--- src/design/ots_pkg.sv ---
// Shared codes and constants for the odometry turn sequencer.
package ots_pkg;

	// Input word action codes.
	localparam logic [1:0] ACT_TICK      = 2'd0;
	localparam logic [1:0] ACT_START_CNT = 2'd1;
	localparam logic [1:0] ACT_START_DEG = 2'd2;
	localparam logic [1:0] ACT_STOP      = 2'd3;

	// Sequence phase codes.
	localparam logic [2:0] PH_IDLE      = 3'd0;
	localparam logic [2:0] PH_STOP_WAIT = 3'd1;
	localparam logic [2:0] PH_RST_CHECK = 3'd2;
	localparam logic [2:0] PH_PAUSE     = 3'd3;
	localparam logic [2:0] PH_DRIVE     = 3'd4;
	localparam logic [2:0] PH_TURNING   = 3'd5;
	localparam logic [2:0] PH_SETTLE    = 3'd6;
	localparam logic [2:0] PH_RELEASE   = 3'd7;

	// Configuration register indexes.
	localparam logic CFG_HALF_TURN = 1'b0;
	localparam logic CFG_FWD_SPEED = 1'b1;

	// Wait counters saturate at their full value.
	localparam int SETTLE_W = 8;
	localparam int PAUSE_W  = 7;
	localparam logic [SETTLE_W-1:0] SETTLE_FULL = 8'hFF;
	localparam logic [PAUSE_W-1:0]  PAUSE_FULL  = 7'h7F;

	// Ticks after the turn before line following is released.
	localparam logic [SETTLE_W-1:0] AFTER_TURN_TICKS = 8'd100;

	// Odometer magnitude under which the reset counts as confirmed.
	localparam int RESET_NEAR_ZERO = 50;

	// Division by 180 done as (x >> 2) / 45 with an exact reciprocal:
	// MULT = ceil(2^35 / 45), valid for any 30-bit dividend.
	localparam int DIV_X_W = 30;
	localparam int DIV_SHIFT = 35;
	localparam logic [29:0] DIV_MULT = 30'd763549742;

endpackage

--- src/design/ots_if.sv ---
// Handshake channels for the turn sequencer: command words in, result words out.
interface ots_cmd_if #(
	parameter int ODO_WIDTH = 24
);
	logic                        valid;
	logic                        ready;
	logic [1:0]                  action;
	logic signed [15:0]          turn_amount;
	logic [15:0]                 turn_speed;
	logic signed [15:0]          commanded_speed;
	logic signed [ODO_WIDTH-1:0] left_odometer;

	modport source (
		output valid, action, turn_amount, turn_speed, commanded_speed, left_odometer,
		input  ready
	);
	modport sink (
		input  valid, action, turn_amount, turn_speed, commanded_speed, left_odometer,
		output ready
	);
endinterface

interface ots_res_if;
	logic               valid;
	logic               ready;
	logic               angular_write;
	logic signed [16:0] angular_goal;
	logic               linear_write;
	logic signed [15:0] linear_goal;
	logic               go_hold;
	logic               go_release;
	logic               odometer_reset;
	logic               busy_res;
	logic               start_rejected;
	logic [2:0]         phase;

	modport source (
		output valid, angular_write, angular_goal, linear_write, linear_goal, go_hold,
		       go_release, odometer_reset, busy_res, start_rejected, phase,
		input  ready
	);
	modport sink (
		input  valid, angular_write, angular_goal, linear_write, linear_goal, go_hold,
		       go_release, odometer_reset, busy_res, start_rejected, phase,
		output ready
	);
endinterface

--- src/design/ots_target.sv ---
// Turn target: count as given or degrees times half-turn count / 180, saturated.
module ots_target #(
	parameter int ODO_WIDTH = 24
) (
	input  logic                 by_degrees,
	input  logic [15:0]          mag,
	input  logic [31:0]          product,
	output logic [ODO_WIDTH-2:0] target
);

	localparam logic [31:0] ODO_MAX = (32'd1 << (ODO_WIDTH - 1)) - 32'd1;

	logic [ots_pkg::DIV_X_W-1:0]     div_x;
	logic [2*ots_pkg::DIV_X_W-1:0]   div_prod;
	logic [31:0]                     quotient;
	logic [31:0]                     raw;

	// Product / 180 = (product / 4) / 45, by reciprocal multiplication.
	assign div_x    = product[31:2];
	assign div_prod = (2*ots_pkg::DIV_X_W)'(div_x) * (2*ots_pkg::DIV_X_W)'(ots_pkg::DIV_MULT);
	assign quotient = 32'(div_prod >> ots_pkg::DIV_SHIFT);

	// Saturate the magnitude at the largest positive odometer value.
	assign raw    = by_degrees ? quotient : {16'd0, mag};
	assign target = (raw > ODO_MAX) ? ODO_MAX[ODO_WIDTH-2:0] : raw[ODO_WIDTH-2:0];

endmodule

--- src/design/odometry_turn_sequencer.sv ---
// Top level of the odometry turn sequencer.
//
//   channel  dir  handshake      payload
//   cmd      in   valid/ready    action, turn_amount, turn_speed, commanded_speed,
//                                left_odometer
//   res      out  valid/ready    goals, write strobes, go flags, reset request, phase
//   cfg      in   cfg_we         cfg_idx, cfg_wdata (0 half_turn_count, 1 fwd speed)
//
// One word per cycle while res takes results. A command word is registered, then when
// the result register is free the sequencer updates its state and loads the result
// register, whose outputs drive res.
// The degree product is formed before the input register and divided by 180 after it,
// one multiplier per path.
// Reset clears the phase, counters, turn rate, target, reset request and both config
// registers.
// A stalled result holds the result register; the input register then holds
// one more word before cmd.ready drops.
module odometry_turn_sequencer #(
	parameter int STOP_SETTLE_TICKS = 200,
	parameter int PAUSE_TICKS       = 100,
	parameter int ODO_WIDTH         = 24
) (
	input  logic               clk,
	input  logic               arst_n,
	ots_cmd_if.sink            cmd,
	ots_res_if.source          res,
	input  logic               cfg_we,
	input  logic               cfg_idx,
	input  logic [15:0]        cfg_wdata
);

	localparam int TW = ODO_WIDTH - 1;

	// Configuration registers.
	logic [15:0]        half_q;
	logic signed [15:0] fwd_q;

	// Sequencer state.
	logic [2:0]                        phase_q;
	logic [ots_pkg::SETTLE_W-1:0]      settle_q;
	logic [ots_pkg::PAUSE_W-1:0]       pause_q;
	logic signed [16:0]                rate_q;
	logic [TW-1:0]                     target_q;
	logic                              rstreq_q;

	// Input stage.
	logic                  valid_s1;
	logic [1:0]            action_s1;
	logic                  pos_s1;
	logic [15:0]           mag_s1;
	logic [15:0]           speed_s1;
	logic                  cmd_zero_s1;
	logic [ODO_WIDTH-1:0]  aodo_s1;
	logic [31:0]           prod_s1;

	// Result stage.
	logic               valid_s2;
	logic               aw_s2;
	logic signed [16:0] ag_s2;
	logic               lw_s2;
	logic signed [15:0] lg_s2;
	logic               hold_s2;
	logic               rel_s2;
	logic               rstreq_s2;
	logic               busy_s2;
	logic               rej_s2;
	logic [2:0]         phase_s2;

	// Input-side helpers.
	logic [15:0]           mag_in;
	logic [ODO_WIDTH-1:0]  odo_in;
	logic [ODO_WIDTH-1:0]  aodo_in;
	logic [31:0]           prod_in;
	logic                  advance;
	logic                  accept;

	// Next-state and result values.
	logic [2:0]                   phase_n;
	logic [ots_pkg::SETTLE_W-1:0] settle_n;
	logic [ots_pkg::PAUSE_W-1:0]  pause_n;
	logic signed [16:0]           rate_n;
	logic [TW-1:0]                target_n;
	logic                         rstreq_n;
	logic                         aw_n;
	logic signed [16:0]           ag_n;
	logic                         lw_n;
	logic signed [15:0]           lg_n;
	logic                         hold_n;
	logic                         rel_n;
	logic                         rej_n;
	logic [TW-1:0]                start_target;
	logic signed [16:0]           start_rate;
	logic [ots_pkg::SETTLE_W-1:0] settle_inc;
	logic [ots_pkg::PAUSE_W-1:0]  pause_inc;

	// Handshake: the input stage moves on when the result register is free.
	assign advance   = valid_s1 && (!valid_s2 || res.ready);
	assign cmd.ready = !valid_s1 || advance;
	assign accept    = cmd.valid && cmd.ready;

	// Magnitudes and the degree product, formed ahead of the input register.
	assign mag_in  = cmd.turn_amount[15] ? 16'(-cmd.turn_amount) : 16'(cmd.turn_amount);
	assign odo_in  = cmd.left_odometer;
	assign aodo_in = odo_in[ODO_WIDTH-1] ? (~odo_in + ODO_WIDTH'(1)) : odo_in;
	assign prod_in = 32'(mag_in) * 32'(half_q);

	// Configuration writes.
	always_ff @(posedge clk or negedge arst_n) begin
		if (!arst_n) begin
			half_q <= '0;
			fwd_q  <= '0;
		end else if (cfg_we) begin
			case (cfg_idx)
				ots_pkg::CFG_HALF_TURN: half_q <= cfg_wdata;
				ots_pkg::CFG_FWD_SPEED: fwd_q  <= cfg_wdata;
				default: ;
			endcase
		end
	end

	// Input register.
	always_ff @(posedge clk or negedge arst_n) begin
		if (!arst_n) begin
			valid_s1 <= 1'b0;
		end else if (accept) begin
			valid_s1 <= 1'b1;
		end else if (advance) begin
			valid_s1 <= 1'b0;
		end
	end

	always_ff @(posedge clk) begin
		if (accept) begin
			action_s1   <= cmd.action;
			pos_s1      <= !cmd.turn_amount[15] && (cmd.turn_amount != 16'sd0);
			mag_s1      <= mag_in;
			speed_s1    <= cmd.turn_speed;
			cmd_zero_s1 <= (cmd.commanded_speed == 16'sd0);
			aodo_s1     <= aodo_in;
			prod_s1     <= prod_in;
		end
	end

	// Target for either start command.
	ots_target #(
		.ODO_WIDTH (ODO_WIDTH)
	) u_target (
		.by_degrees (action_s1 == ots_pkg::ACT_START_DEG),
		.mag        (mag_s1),
		.product    (prod_s1),
		.target     (start_target)
	);

	assign start_rate = pos_s1 ? $signed({1'b0, speed_s1}) : -$signed({1'b0, speed_s1});
	assign settle_inc = (settle_q == ots_pkg::SETTLE_FULL) ? settle_q
	                                                      : settle_q + ots_pkg::SETTLE_W'(1);
	assign pause_inc  = (pause_q == ots_pkg::PAUSE_FULL) ? pause_q
	                                                    : pause_q + ots_pkg::PAUSE_W'(1);

	// Sequencer step for the word in the input register.
	always_comb begin
		phase_n  = phase_q;
		settle_n = settle_q;
		pause_n  = pause_q;
		rate_n   = rate_q;
		target_n = target_q;
		rstreq_n = rstreq_q;
		aw_n     = 1'b0;
		ag_n     = '0;
		lw_n     = 1'b0;
		lg_n     = '0;
		hold_n   = 1'b0;
		rel_n    = 1'b0;
		rej_n    = 1'b0;
		case (action_s1)
			ots_pkg::ACT_START_CNT: begin
				if (mag_s1 == 16'd0) begin
					rej_n = 1'b1;
				end else begin
					rate_n   = start_rate;
					target_n = start_target;
					phase_n  = ots_pkg::PH_STOP_WAIT;
					pause_n  = '0;
				end
			end
			ots_pkg::ACT_START_DEG: begin
				rate_n   = start_rate;
				target_n = start_target;
				phase_n  = ots_pkg::PH_STOP_WAIT;
				pause_n  = '0;
			end
			ots_pkg::ACT_STOP: begin
				phase_n = ots_pkg::PH_IDLE;
				hold_n  = 1'b1;
			end
			default: begin
				case (phase_q)
					ots_pkg::PH_STOP_WAIT: begin
						hold_n = 1'b1;
						aw_n   = 1'b1;
						if (cmd_zero_s1) begin
							rstreq_n = 1'b1;
							settle_n = settle_inc;
							if (settle_q > ots_pkg::SETTLE_W'(STOP_SETTLE_TICKS) ||
							    settle_q == ots_pkg::SETTLE_FULL) begin
								phase_n  = ots_pkg::PH_RST_CHECK;
								settle_n = '0;
								rstreq_n = 1'b0;
							end
						end
					end
					ots_pkg::PH_RST_CHECK: begin
						if (aodo_s1 < ODO_WIDTH'(ots_pkg::RESET_NEAR_ZERO)) begin
							rstreq_n = 1'b0;
							phase_n  = ots_pkg::PH_PAUSE;
						end
					end
					ots_pkg::PH_PAUSE: begin
						aw_n    = 1'b1;
						pause_n = pause_inc;
						if (pause_q > ots_pkg::PAUSE_W'(PAUSE_TICKS) ||
						    pause_q == ots_pkg::PAUSE_FULL) begin
							phase_n = ots_pkg::PH_DRIVE;
						end
					end
					ots_pkg::PH_DRIVE: begin
						lw_n    = 1'b1;
						lg_n    = fwd_q;
						aw_n    = 1'b1;
						ag_n    = rate_q;
						phase_n = ots_pkg::PH_TURNING;
					end
					ots_pkg::PH_TURNING: begin
						if (aodo_s1 > {1'b0, target_q}) begin
							aw_n     = 1'b1;
							lw_n     = 1'b1;
							phase_n  = ots_pkg::PH_SETTLE;
							settle_n = '0;
						end
					end
					ots_pkg::PH_SETTLE: begin
						settle_n = settle_inc;
						if (settle_q > ots_pkg::AFTER_TURN_TICKS) begin
							phase_n = ots_pkg::PH_RELEASE;
						end
					end
					ots_pkg::PH_RELEASE: begin
						rel_n   = 1'b1;
						phase_n = ots_pkg::PH_IDLE;
					end
					default: ;
				endcase
			end
		endcase
	end

	// Sequencer state update.
	always_ff @(posedge clk or negedge arst_n) begin
		if (!arst_n) begin
			phase_q  <= ots_pkg::PH_IDLE;
			settle_q <= '0;
			pause_q  <= '0;
			rate_q   <= '0;
			target_q <= '0;
			rstreq_q <= 1'b0;
		end else if (advance) begin
			phase_q  <= phase_n;
			settle_q <= settle_n;
			pause_q  <= pause_n;
			rate_q   <= rate_n;
			target_q <= target_n;
			rstreq_q <= rstreq_n;
		end
	end

	// Result register.
	always_ff @(posedge clk or negedge arst_n) begin
		if (!arst_n) begin
			valid_s2 <= 1'b0;
		end else if (advance) begin
			valid_s2 <= 1'b1;
		end else if (res.ready) begin
			valid_s2 <= 1'b0;
		end
	end

	always_ff @(posedge clk) begin
		if (advance) begin
			aw_s2     <= aw_n;
			ag_s2     <= ag_n;
			lw_s2     <= lw_n;
			lg_s2     <= lg_n;
			hold_s2   <= hold_n;
			rel_s2    <= rel_n;
			rstreq_s2 <= rstreq_n;
			busy_s2   <= (phase_n != ots_pkg::PH_IDLE);
			rej_s2    <= rej_n;
			phase_s2  <= phase_n;
		end
	end

	assign res.valid          = valid_s2;
	assign res.angular_write  = aw_s2;
	assign res.angular_goal   = ag_s2;
	assign res.linear_write   = lw_s2;
	assign res.linear_goal    = lg_s2;
	assign res.go_hold        = hold_s2;
	assign res.go_release     = rel_s2;
	assign res.odometer_reset = rstreq_s2;
	assign res.busy_res       = busy_s2;
	assign res.start_rejected = rej_s2;
	assign res.phase          = phase_s2;

	// Releasing line following always ends the sequence.
	a_release_idle: assert property (@(posedge clk) disable iff (!arst_n)
		valid_s2 && rel_s2 |-> phase_s2 == ots_pkg::PH_IDLE)
		else $error("go_release with a phase other than idle");

	// A rejected start writes no goal and leaves the phase unchanged.
	a_reject_quiet: assert property (@(posedge clk) disable iff (!arst_n)
		advance && rej_n |-> !aw_n && !lw_n && phase_n == phase_q)
		else $error("rejected start changed the sequence");

	// A linear goal is only ever written together with an angular goal.
	a_linear_pairs: assert property (@(posedge clk) disable iff (!arst_n)
		valid_s2 && lw_s2 |-> aw_s2)
		else $error("linear goal written without angular goal");

	// A word held in the input register is never dropped while the output stalls.
	a_s1_held: assert property (@(posedge clk) disable iff (!arst_n)
		valid_s1 && !advance |=> valid_s1 && $stable(action_s1))
		else $error("input register lost a stalled word");

endmodule

--- src/flat_wrapper.sv ---
// flat-port wrapper written by rule: the top's interface ports become plain ports
module odometry_turn_sequencer_flat 
#(
	parameter int STOP_SETTLE_TICKS = 200,
	parameter int PAUSE_TICKS       = 100,
	parameter int ODO_WIDTH         = 24
)
  (clk, arst_n, cfg_we, cfg_idx, cfg_wdata, cmd_valid, cmd_action, cmd_turn_amount, cmd_turn_speed, cmd_commanded_speed, cmd_left_odometer, cmd_ready, res_valid, res_angular_write, res_angular_goal, res_linear_write, res_linear_goal, res_go_hold, res_go_release, res_odometer_reset, res_busy_res, res_start_rejected, res_phase, res_ready);
  ots_cmd_if #(.ODO_WIDTH(ODO_WIDTH)) cmd_i ();
  ots_res_if res_i ();
  input  logic clk;
  input  logic arst_n;
  input  logic cfg_we;
  input  logic cfg_idx;
  input  logic [15:0] cfg_wdata;
  input wire logic [$bits(cmd_i.valid)-1:0] cmd_valid;
  input wire logic [$bits(cmd_i.action)-1:0] cmd_action;
  input wire logic [$bits(cmd_i.turn_amount)-1:0] cmd_turn_amount;
  input wire logic [$bits(cmd_i.turn_speed)-1:0] cmd_turn_speed;
  input wire logic [$bits(cmd_i.commanded_speed)-1:0] cmd_commanded_speed;
  input wire logic [$bits(cmd_i.left_odometer)-1:0] cmd_left_odometer;
  output wire logic [$bits(cmd_i.ready)-1:0] cmd_ready;
  output wire logic [$bits(res_i.valid)-1:0] res_valid;
  output wire logic [$bits(res_i.angular_write)-1:0] res_angular_write;
  output wire logic [$bits(res_i.angular_goal)-1:0] res_angular_goal;
  output wire logic [$bits(res_i.linear_write)-1:0] res_linear_write;
  output wire logic [$bits(res_i.linear_goal)-1:0] res_linear_goal;
  output wire logic [$bits(res_i.go_hold)-1:0] res_go_hold;
  output wire logic [$bits(res_i.go_release)-1:0] res_go_release;
  output wire logic [$bits(res_i.odometer_reset)-1:0] res_odometer_reset;
  output wire logic [$bits(res_i.busy_res)-1:0] res_busy_res;
  output wire logic [$bits(res_i.start_rejected)-1:0] res_start_rejected;
  output wire logic [$bits(res_i.phase)-1:0] res_phase;
  input wire logic [$bits(res_i.ready)-1:0] res_ready;
  assign cmd_i.valid = cmd_valid;
  assign cmd_i.action = cmd_action;
  assign cmd_i.turn_amount = cmd_turn_amount;
  assign cmd_i.turn_speed = cmd_turn_speed;
  assign cmd_i.commanded_speed = cmd_commanded_speed;
  assign cmd_i.left_odometer = cmd_left_odometer;
  assign cmd_ready = cmd_i.ready;
  assign res_valid = res_i.valid;
  assign res_angular_write = res_i.angular_write;
  assign res_angular_goal = res_i.angular_goal;
  assign res_linear_write = res_i.linear_write;
  assign res_linear_goal = res_i.linear_goal;
  assign res_go_hold = res_i.go_hold;
  assign res_go_release = res_i.go_release;
  assign res_odometer_reset = res_i.odometer_reset;
  assign res_busy_res = res_i.busy_res;
  assign res_start_rejected = res_i.start_rejected;
  assign res_phase = res_i.phase;
  assign res_i.ready = res_ready;
  odometry_turn_sequencer #(.STOP_SETTLE_TICKS(STOP_SETTLE_TICKS), .PAUSE_TICKS(PAUSE_TICKS), .ODO_WIDTH(ODO_WIDTH)) u_core (.clk(clk), .arst_n(arst_n), .cmd(cmd_i), .res(res_i), .cfg_we(cfg_we), .cfg_idx(cfg_idx), .cfg_wdata(cfg_wdata));
endmodule
--- config.mk ---
export PLATFORM = sky130hd
export DESIGN_NAME = odometry_turn_sequencer_flat
export DESIGN_NICKNAME = d
export VERILOG_FILES = /design/src/design/ots_pkg.sv /design/src/design/ots_if.sv /design/src/design/ots_target.sv /design/src/design/odometry_turn_sequencer.sv /design/src/flat_wrapper.sv
export SDC_FILE = /design/constraint.sdc
export NUM_CORES = 2
export LEC_CHECK = 0
export BUFFER_PORTS_ARGS = -buffer_cell sky130_fd_sc_hd__buf_2
export CAP_MARGIN = 5
export CELL_PAD_IN_SITES_DETAIL_PLACEMENT = 0
export CELL_PAD_IN_SITES_GLOBAL_PLACEMENT = 1
export CORE_UTILIZATION = 51
export DETAILED_ROUTE_END_ITERATION = 7
export GPL_TIMING_DRIVEN = 1
export MAX_ROUTING_LAYER = met4
export PLACE_DENSITY = 0.87
export SYNTH_ARGS = -nofsm -noshare
export SYNTH_HDL_FRONTEND = slang
export SYNTH_SLANG_ARGS = --single-unit
export TNS_END_PERCENT = 1
--- constraint.sdc ---
create_clock -name clk -period 10.01 [get_ports clk]
set_input_delay 1.001 -clock clk [delete_from_list [all_inputs] [get_ports clk]]
set_output_delay 1.001 -clock clk [all_outputs]
set_load 0.01 [all_outputs]
======== Word-level counts from Yosys, hierarchy flattened ========
Cells that the tools add are included.
operators by class
  add/sub/neg operators ................... 5
  $mul .................................... 2
  order comparisons ....................... 6
  eq/ne operators ......................... 16
  mux-type cells .......................... 43
  bitwise gates (word level) .............. 5
  reduce and logical (&&, ||, !) cells .... 28
operator list
  operator                                                         number
  2-to-1 mux 23 bit                                                3
  multiplier 30 x 29 -> 59 bit, second input constant              1
  one-hot mux 23 bit (2 select lines)                              1
  2-to-1 mux 17 bit                                                2
  one-hot mux 17 bit (2 select lines)                              1
  logical NOT 16 bit                                               2
  multiplier 16 x 16 -> 32 bit                                     1
  2-to-1 mux 8 bit                                                 4
  greater-than comparator 25 x 23 -> 1 bit, second input constant  1
  2-to-1 mux 25 bit                                                1
  adder 24 x 1 -> 24 bit, second input constant                    1
  greater-than comparator 24 x 23 -> 1 bit                         1
  < comparator 24 x 6 -> 1 bit, second input constant              1
  inverter 24 bit                                                  1
  one-hot mux 8 bit (3 select lines)                               1
  2-to-1 mux 3 bit                                                 7
  2-to-1 mux 7 bit                                                 3
  one-hot mux 3 bit (7 select lines)                               1
  one-hot mux 7 bit (3 select lines)                               1
  negator 16 -> 17 bit                                             1
  2-to-1 mux 16 bit                                                1
  negator 16 bit                                                   1
  nonzero test 16 bit                                              1
  equality test 3 bit, second input constant                       4
  other kinds (29)                                                 63
word-level totals
  bits in registers ....................... 228
  input bits .............................. 96
  output and inout port bits .............. 45
  word-level logic and storage cells ...... 133

======== Logic depth before layout (Yosys ltp) ========
  depth in word-level cells ............... 7
  gate-level depth with buffers ........... 32
  gate-level depth less buffers ........... 30

======== By module ========
From an unflattened synthesis, not the netlist that was laid out.
unflattened totals
  cells, all modules ...................... 3341
  area, all modules ....................... 33240.6 µm²
by module, submodules not included
  module                   instances  cells an instance  area each (µm²)  sequential area each (µm²)
  odometry_turn_sequencer  1          1805               18766.7          6381.1
  ots_target               1          1536               14473.9          0.0

======== Worst setup path before layout ========
OpenSTA, ideal clock, no wires.
  kind .................................... input to register
  start point ............................. in cmd_turn_amount[4]
  end point ............................... reg u_core.prod_s1[31] (data pin)
  library setup time ...................... 0.260 ns
  data arrival time ....................... 8.010 ns
  data required time ...................... 9.750 ns
  path slack .............................. 1.740 ns
  cell stages on the path ................. 27
  buffers on the path ..................... 1
  cell sequence ........................... or4_1 -> or3_1 -> or2_2 -> o31ai_1 -> xnor2_1 -> clkbuf_1 -> nand2_1 -> fa_1 -> inv_1 -> fa_1 -> fa_1 -> inv_1 -> fa_1 -> inv_1 -> fa_1 -> fa_1 -> ha_1 -> a21o_1 -> a21o_1 -> a21o_1 -> a21boi_0 -> o21ai_0 -> a22oi_1 -> a221oi_1 -> a21o_1 -> a21oi_1 -> xnor2_1
on the way
  longest elaborated chain between the ends .. 3
ends and longest elaborated chain
  item                          line                            RTL
  start, declared               flat_wrapper.sv:18              input wire logic [$bits(cmd_i.turn_amount)-1:0] cmd_turn_amount;
  negator 16 bit                odometry_turn_sequencer.sv:102  assign mag_in = cmd.turn_amount[15] ? 16'(-cmd.turn_amount) : 16'(cmd.turn_amount);
  2-to-1 mux 16 bit             odometry_turn_sequencer.sv:102
  net u_core.mag_in[14]         odometry_turn_sequencer.sv:70   logic [15:0] mag_in;
  multiplier 16 x 16 -> 32 bit  odometry_turn_sequencer.sv:105  assign prod_in = 32'(mag_in) * 32'(half_q);
  net u_core.prod_in[31]        odometry_turn_sequencer.sv:73   logic [31:0] prod_in;
  end signal, assigned          odometry_turn_sequencer.sv:140  prod_s1 <= prod_in;
  end, declared                 odometry_turn_sequencer.sv:54   logic [31:0] prod_s1;
The timed path passes the listed nets, and every way through them passes these cells.
A chain may end at the register's enable or synchronous reset.

======== Final worst setup path ========
  start point ............................. reg u_core.prod_s1[6]
  end point ............................... reg u_core.target_q[9]
on the way
  longest elaborated chain between the ends .. 6
ends and longest elaborated chain
  item                                      line                            RTL
  multiplier 30 x 29 -> 59 bit *            ots_target.sv:20                assign div_prod = (2*ots_pkg::DIV_X_W)'(div_x) * (2*ots_pkg::DIV_X_W)'(ots_pkg::DIV_MULT);
  2-to-1 mux 25 bit *                       ots_target.sv:24                assign raw = by_degrees ? quotient : {16'd0, mag};
  greater-than comparator 25 x 23 -> 1 bit  ots_target.sv:25                assign target = (raw > ODO_MAX) ? ODO_MAX[ODO_WIDTH-2:0] : raw[ODO_WIDTH-2:0];
  2-to-1 mux 23 bit *                       ots_target.sv:25
  2-to-1 mux 23 bit                         odometry_turn_sequencer.sv:177  if (mag_s1 == 16'd0) begin
  one-hot mux 23 bit (2 select lines) *     odometry_turn_sequencer.sv:175  case (action_s1)
  end signal, assigned                      odometry_turn_sequencer.sv:271  target_q <= target_n;
  end, declared                             odometry_turn_sequencer.sv:43   logic [TW-1:0] target_q;
Mark *: on every way between the ends. The rest lies on a longest branch, timed or not. The select of a mux whose other input is x is not followed.

==> impl_metrics.toml <==
[route]
postRouteAntennaNets = 0
vias_per_cell = 5.386
drt-total-wl_mm = 79.42
routedWlPerCell_um = 18.75
drcViolationCount = 0
vias = 22810
drt_pass1_iterations = 5
drtIter0Drc = 1699

[die]
core_area_um2 = 63080
die-height_um = 254.5
start_util_pct = 51.54
die_area_um2 = 64760
num_io_pins = 141
die_w_um = 254.5
num_rows = 92

[sta]
min_period_ns = 8.224
finalHoldViolations = 0
max_slew.worst_pin.slew_ns = 1.032
rsz0062_at_grt = "no"
maxSlewHeadroom_pct = 31.20
worst_slack_ns = 1.786
period_share_pct = 82.16
fin_setup_tns_ns = 0
setup_violations = 0
fmax_mhz = 121.6
clock_skew_ns = 0.03313
slew_violations = 0

[synthesis]
ys_seq_elements = 226
synthCells = 3251
ys_seq_area_share_pct = 19.44
async_flop_share_pct = 41.15
synth_ff_type = "edfxtp_1"
synth_cell_type_count = 78
synth_nets = 4301
synth_enable_flop_cells = 133
synth_area_um2 = 32510
yosys_warnings = 0
synth.avg_cell_area_um2 = 10.00

[setup_path]
slowest_stage = "fa_1"
cp_num_buf_inv = 3
cp-end-kind = "register"
cp-start-kind = "register"
cpMostUsedCell = "fa_1"
cp.arrival_ns = 8.61
cp.required_ns = 10.40
critPathMaxStageDelay_ns = 0.58
path_max_fanout = 16
crit_type = "register to register"
cp_cell_sequence = "ha_1 > xor2_1 > ha_1 > fa_1 > inv_1 > fa_1 > inv_1 > fa_1 > fa_1 > fa_1 > ha_1 > ha_1 > nand3_1 > or3_1 > or3b_1 > a31oi_1 > o31ai_2 > o2111a_1 > nor4_4 > buf_4 > and2_0 > a221oi_2"
path_delay_family = "adder cells"

[run]
drv_cap = 0

[cts]
worstSkewPairLatency_ns = 0.56
cts_buffers = 27
cts_setup_buffers = 0
cts_root_buf = "clkbuf_16"
cts_resized = 0
clock-sinks = 226
cts_tree = "done"
cts_buffer_depth = 3
cts_hold_buf = 0
clkTransAtPathRegs_ns = 0.06
h-tree-depth = 1

[grt]
grt_start_max_net_pins = 80
grt_remaining_overflow = 0
grt.total_usage_pct = 26.31
antenna_found_initial = 2
grt_pass1_vias = 23530
grt_pass1_wl_mm = 128.3

[place]
port_buffers = 140
gp_congestion = 1.024
dp_hpwl_mm = 66.74
place_ws_ns = 1.268

[layout]
num-fill-cells = 5626
drive_gt1_share_pct = 7.969
layout_common_cells = "inv_1 (751), fa_1 (489), ha_1 (465)"
final_nets = 4417
syn_to_final_growth_pct = 8.171
layout_commonest_cell = "inv_1"
seq_area_um2 = 6321
multi_input_area_um2 = 23080

[outcome]
status = "finished clean"

[min_path]
hold_path.class = "input port to async pin"
metrics by stage:
stage               utilization [%]  instance area, µm²  hold WS [ns]  std cells
floorplan                         -               32510        0.4418       3251
global placement              54.17               34170        0.4530       4184
detailed placement            54.17               34170        0.4616       4184
CTS                           55.74               35160        0.3139       4234
global route                  55.75               35170        0.3409       4236
finish                        55.75               35170        0.3214       4236
per-layer routing:
| metal | global-route usage [%] | wire, µm | up-vias | share of wire, % |
|---|---|---|---|---|
| met5 | - | 0 | - | 0 |
| met4 | 5.198 | 1487 | 0 | 1.9 |
| met3 | 2.919 | 5023 | 79 | 6.3 |
| met2 | 40.30 | 35950 | 695 | 45 |
| met1 | 37.96 | 36970 | 11380 | 47 |
| li1 | - | - | 10660 | - |
kinds of logic (layout without fill, tap and decap cells):
group,after synthesis,in the layout,synth area share (%)
AOI/OAI and AO/OA,383,383,7.717
xor gates and xnor gates,120,120,3.233
adders and majority gates,954,954,48.01
buffers and inverters,830,967,9.626
DFF,226,226,19.44
muxes,36,36,1.243
other,0,2,0
and+or+nand+nor,702,702,10.73
path summary, 6_finish.rpt:
| check | slack (ns) | to | startpoint | cells after the start |
|---|---|---|---|---|
| worst max-delay path | 1.79 | u_core.target_q[9] | u_core.prod_s1[6] | 22 |
| worst min-delay path | 0.32 | u_core.fwd_q[5] | arst_n | 1 |
| worst max register to register | 1.79 | u_core.target_q[9] | u_core.prod_s1[6] | 22 |
| worst min register to register | 0.47 | u_core.rate_q[12] | u_core.rate_q[12] | 2 |
| max in group asynchronous | 8.38 | u_core.phase_q[1] | arst_n | 2 |
| min in group clk | 0.47 | u_core.rate_q[12] | u_core.rate_q[12] | 2 |
synth_stat cells, drive strengths merged (3+ instances only):
master,number,area [µm²]
inv,751,2819
fa,489,9789
ha,465,5818
nand2,278,1044
and2,145,907.1
edfxtp,133,3994
a21oi,106,530.5
o21ai,106,530.5
dfrtp,93,2327
xnor2,87,762.0
nor2,78,292.8
clkbuf,71,266.5
mux2,35,394.1
xor2,33,289.0
nand3,32,160.2
nand4,31,193.9
a21o,29,217.7
nor3,27,135.1
nor4,23,158.9
o31ai,17,132.6
nor2b,16,100.1
nand2b,14,87.58
or3,14,87.58
and3,13,81.33
o21bai,13,108.9
a221oi,12,148.9
a22o,9,78.83
a31oi,9,56.30
buf,8,43.79
o211ai,8,60.06
o41ai,8,70.07
or4,8,60.06
a211oi,7,52.55
or2,7,43.79
a21boi,6,45.05
o21a,6,45.04
a22oi,5,37.54
a41oi,5,43.79
nand3b,4,30.03
o221ai,4,35.03
o311ai,4,35.03
a2111oi,3,45.05
a211o,3,26.28
nor4b,3,26.28
o22ai,3,18.77
state kept, by name, indices dropped and copies added (netlist names), 2 cells and up:
signal,count
u_core.aodo_s1,24
u_core.action_s1,2
u_core.half_q,16
u_core.res.linear_goal,16
u_core.fwd_q,16
u_core.speed_s1,16
u_core.rate_q,17
u_core.settle_q,8
u_core.pause_q,7
u_core.target_q,23
u_core.res.angular_goal,17
u_core.res.phase,3
u_core.mag_s1,16
u_core.prod_s1,30
u_core.phase_q,3
worst reg2reg max path, cell delays in order (launching register included):
cell      delay (ns)
edfxtp_1        0.55
ha_1            0.55
xor2_1          0.30
ha_1            0.31
fa_1            0.55
inv_1           0.08
fa_1            0.58
inv_1           0.07
fa_1            0.54
fa_1            0.53
fa_1            0.49
ha_1            0.31
ha_1            0.40
nand3_1         0.21
or3_1           0.42
or3b_1          0.37
a31oi_1         0.23
o31ai_2         0.13
o2111a_1        0.31
nor4_4          0.25
buf_4           0.25
and2_0          0.53
a221oi_2        0.11
cell type report:
class | count | area share, %
sequential | 226 | 17.97
antenna | 2 | 0.01423
inverter | 751 | 8.016
clock inverter | 16 | 0.6974
multi-input combinational | 2195 | 65.62
timing repair buffer | 166 | 2.555
tap | 846 | 3.010
clock buffer | 34 | 2.113
Power is left out: the tool's default activity adds up to more than one toggle a clock period on the data nets, which glitch-free logic cannot reach.
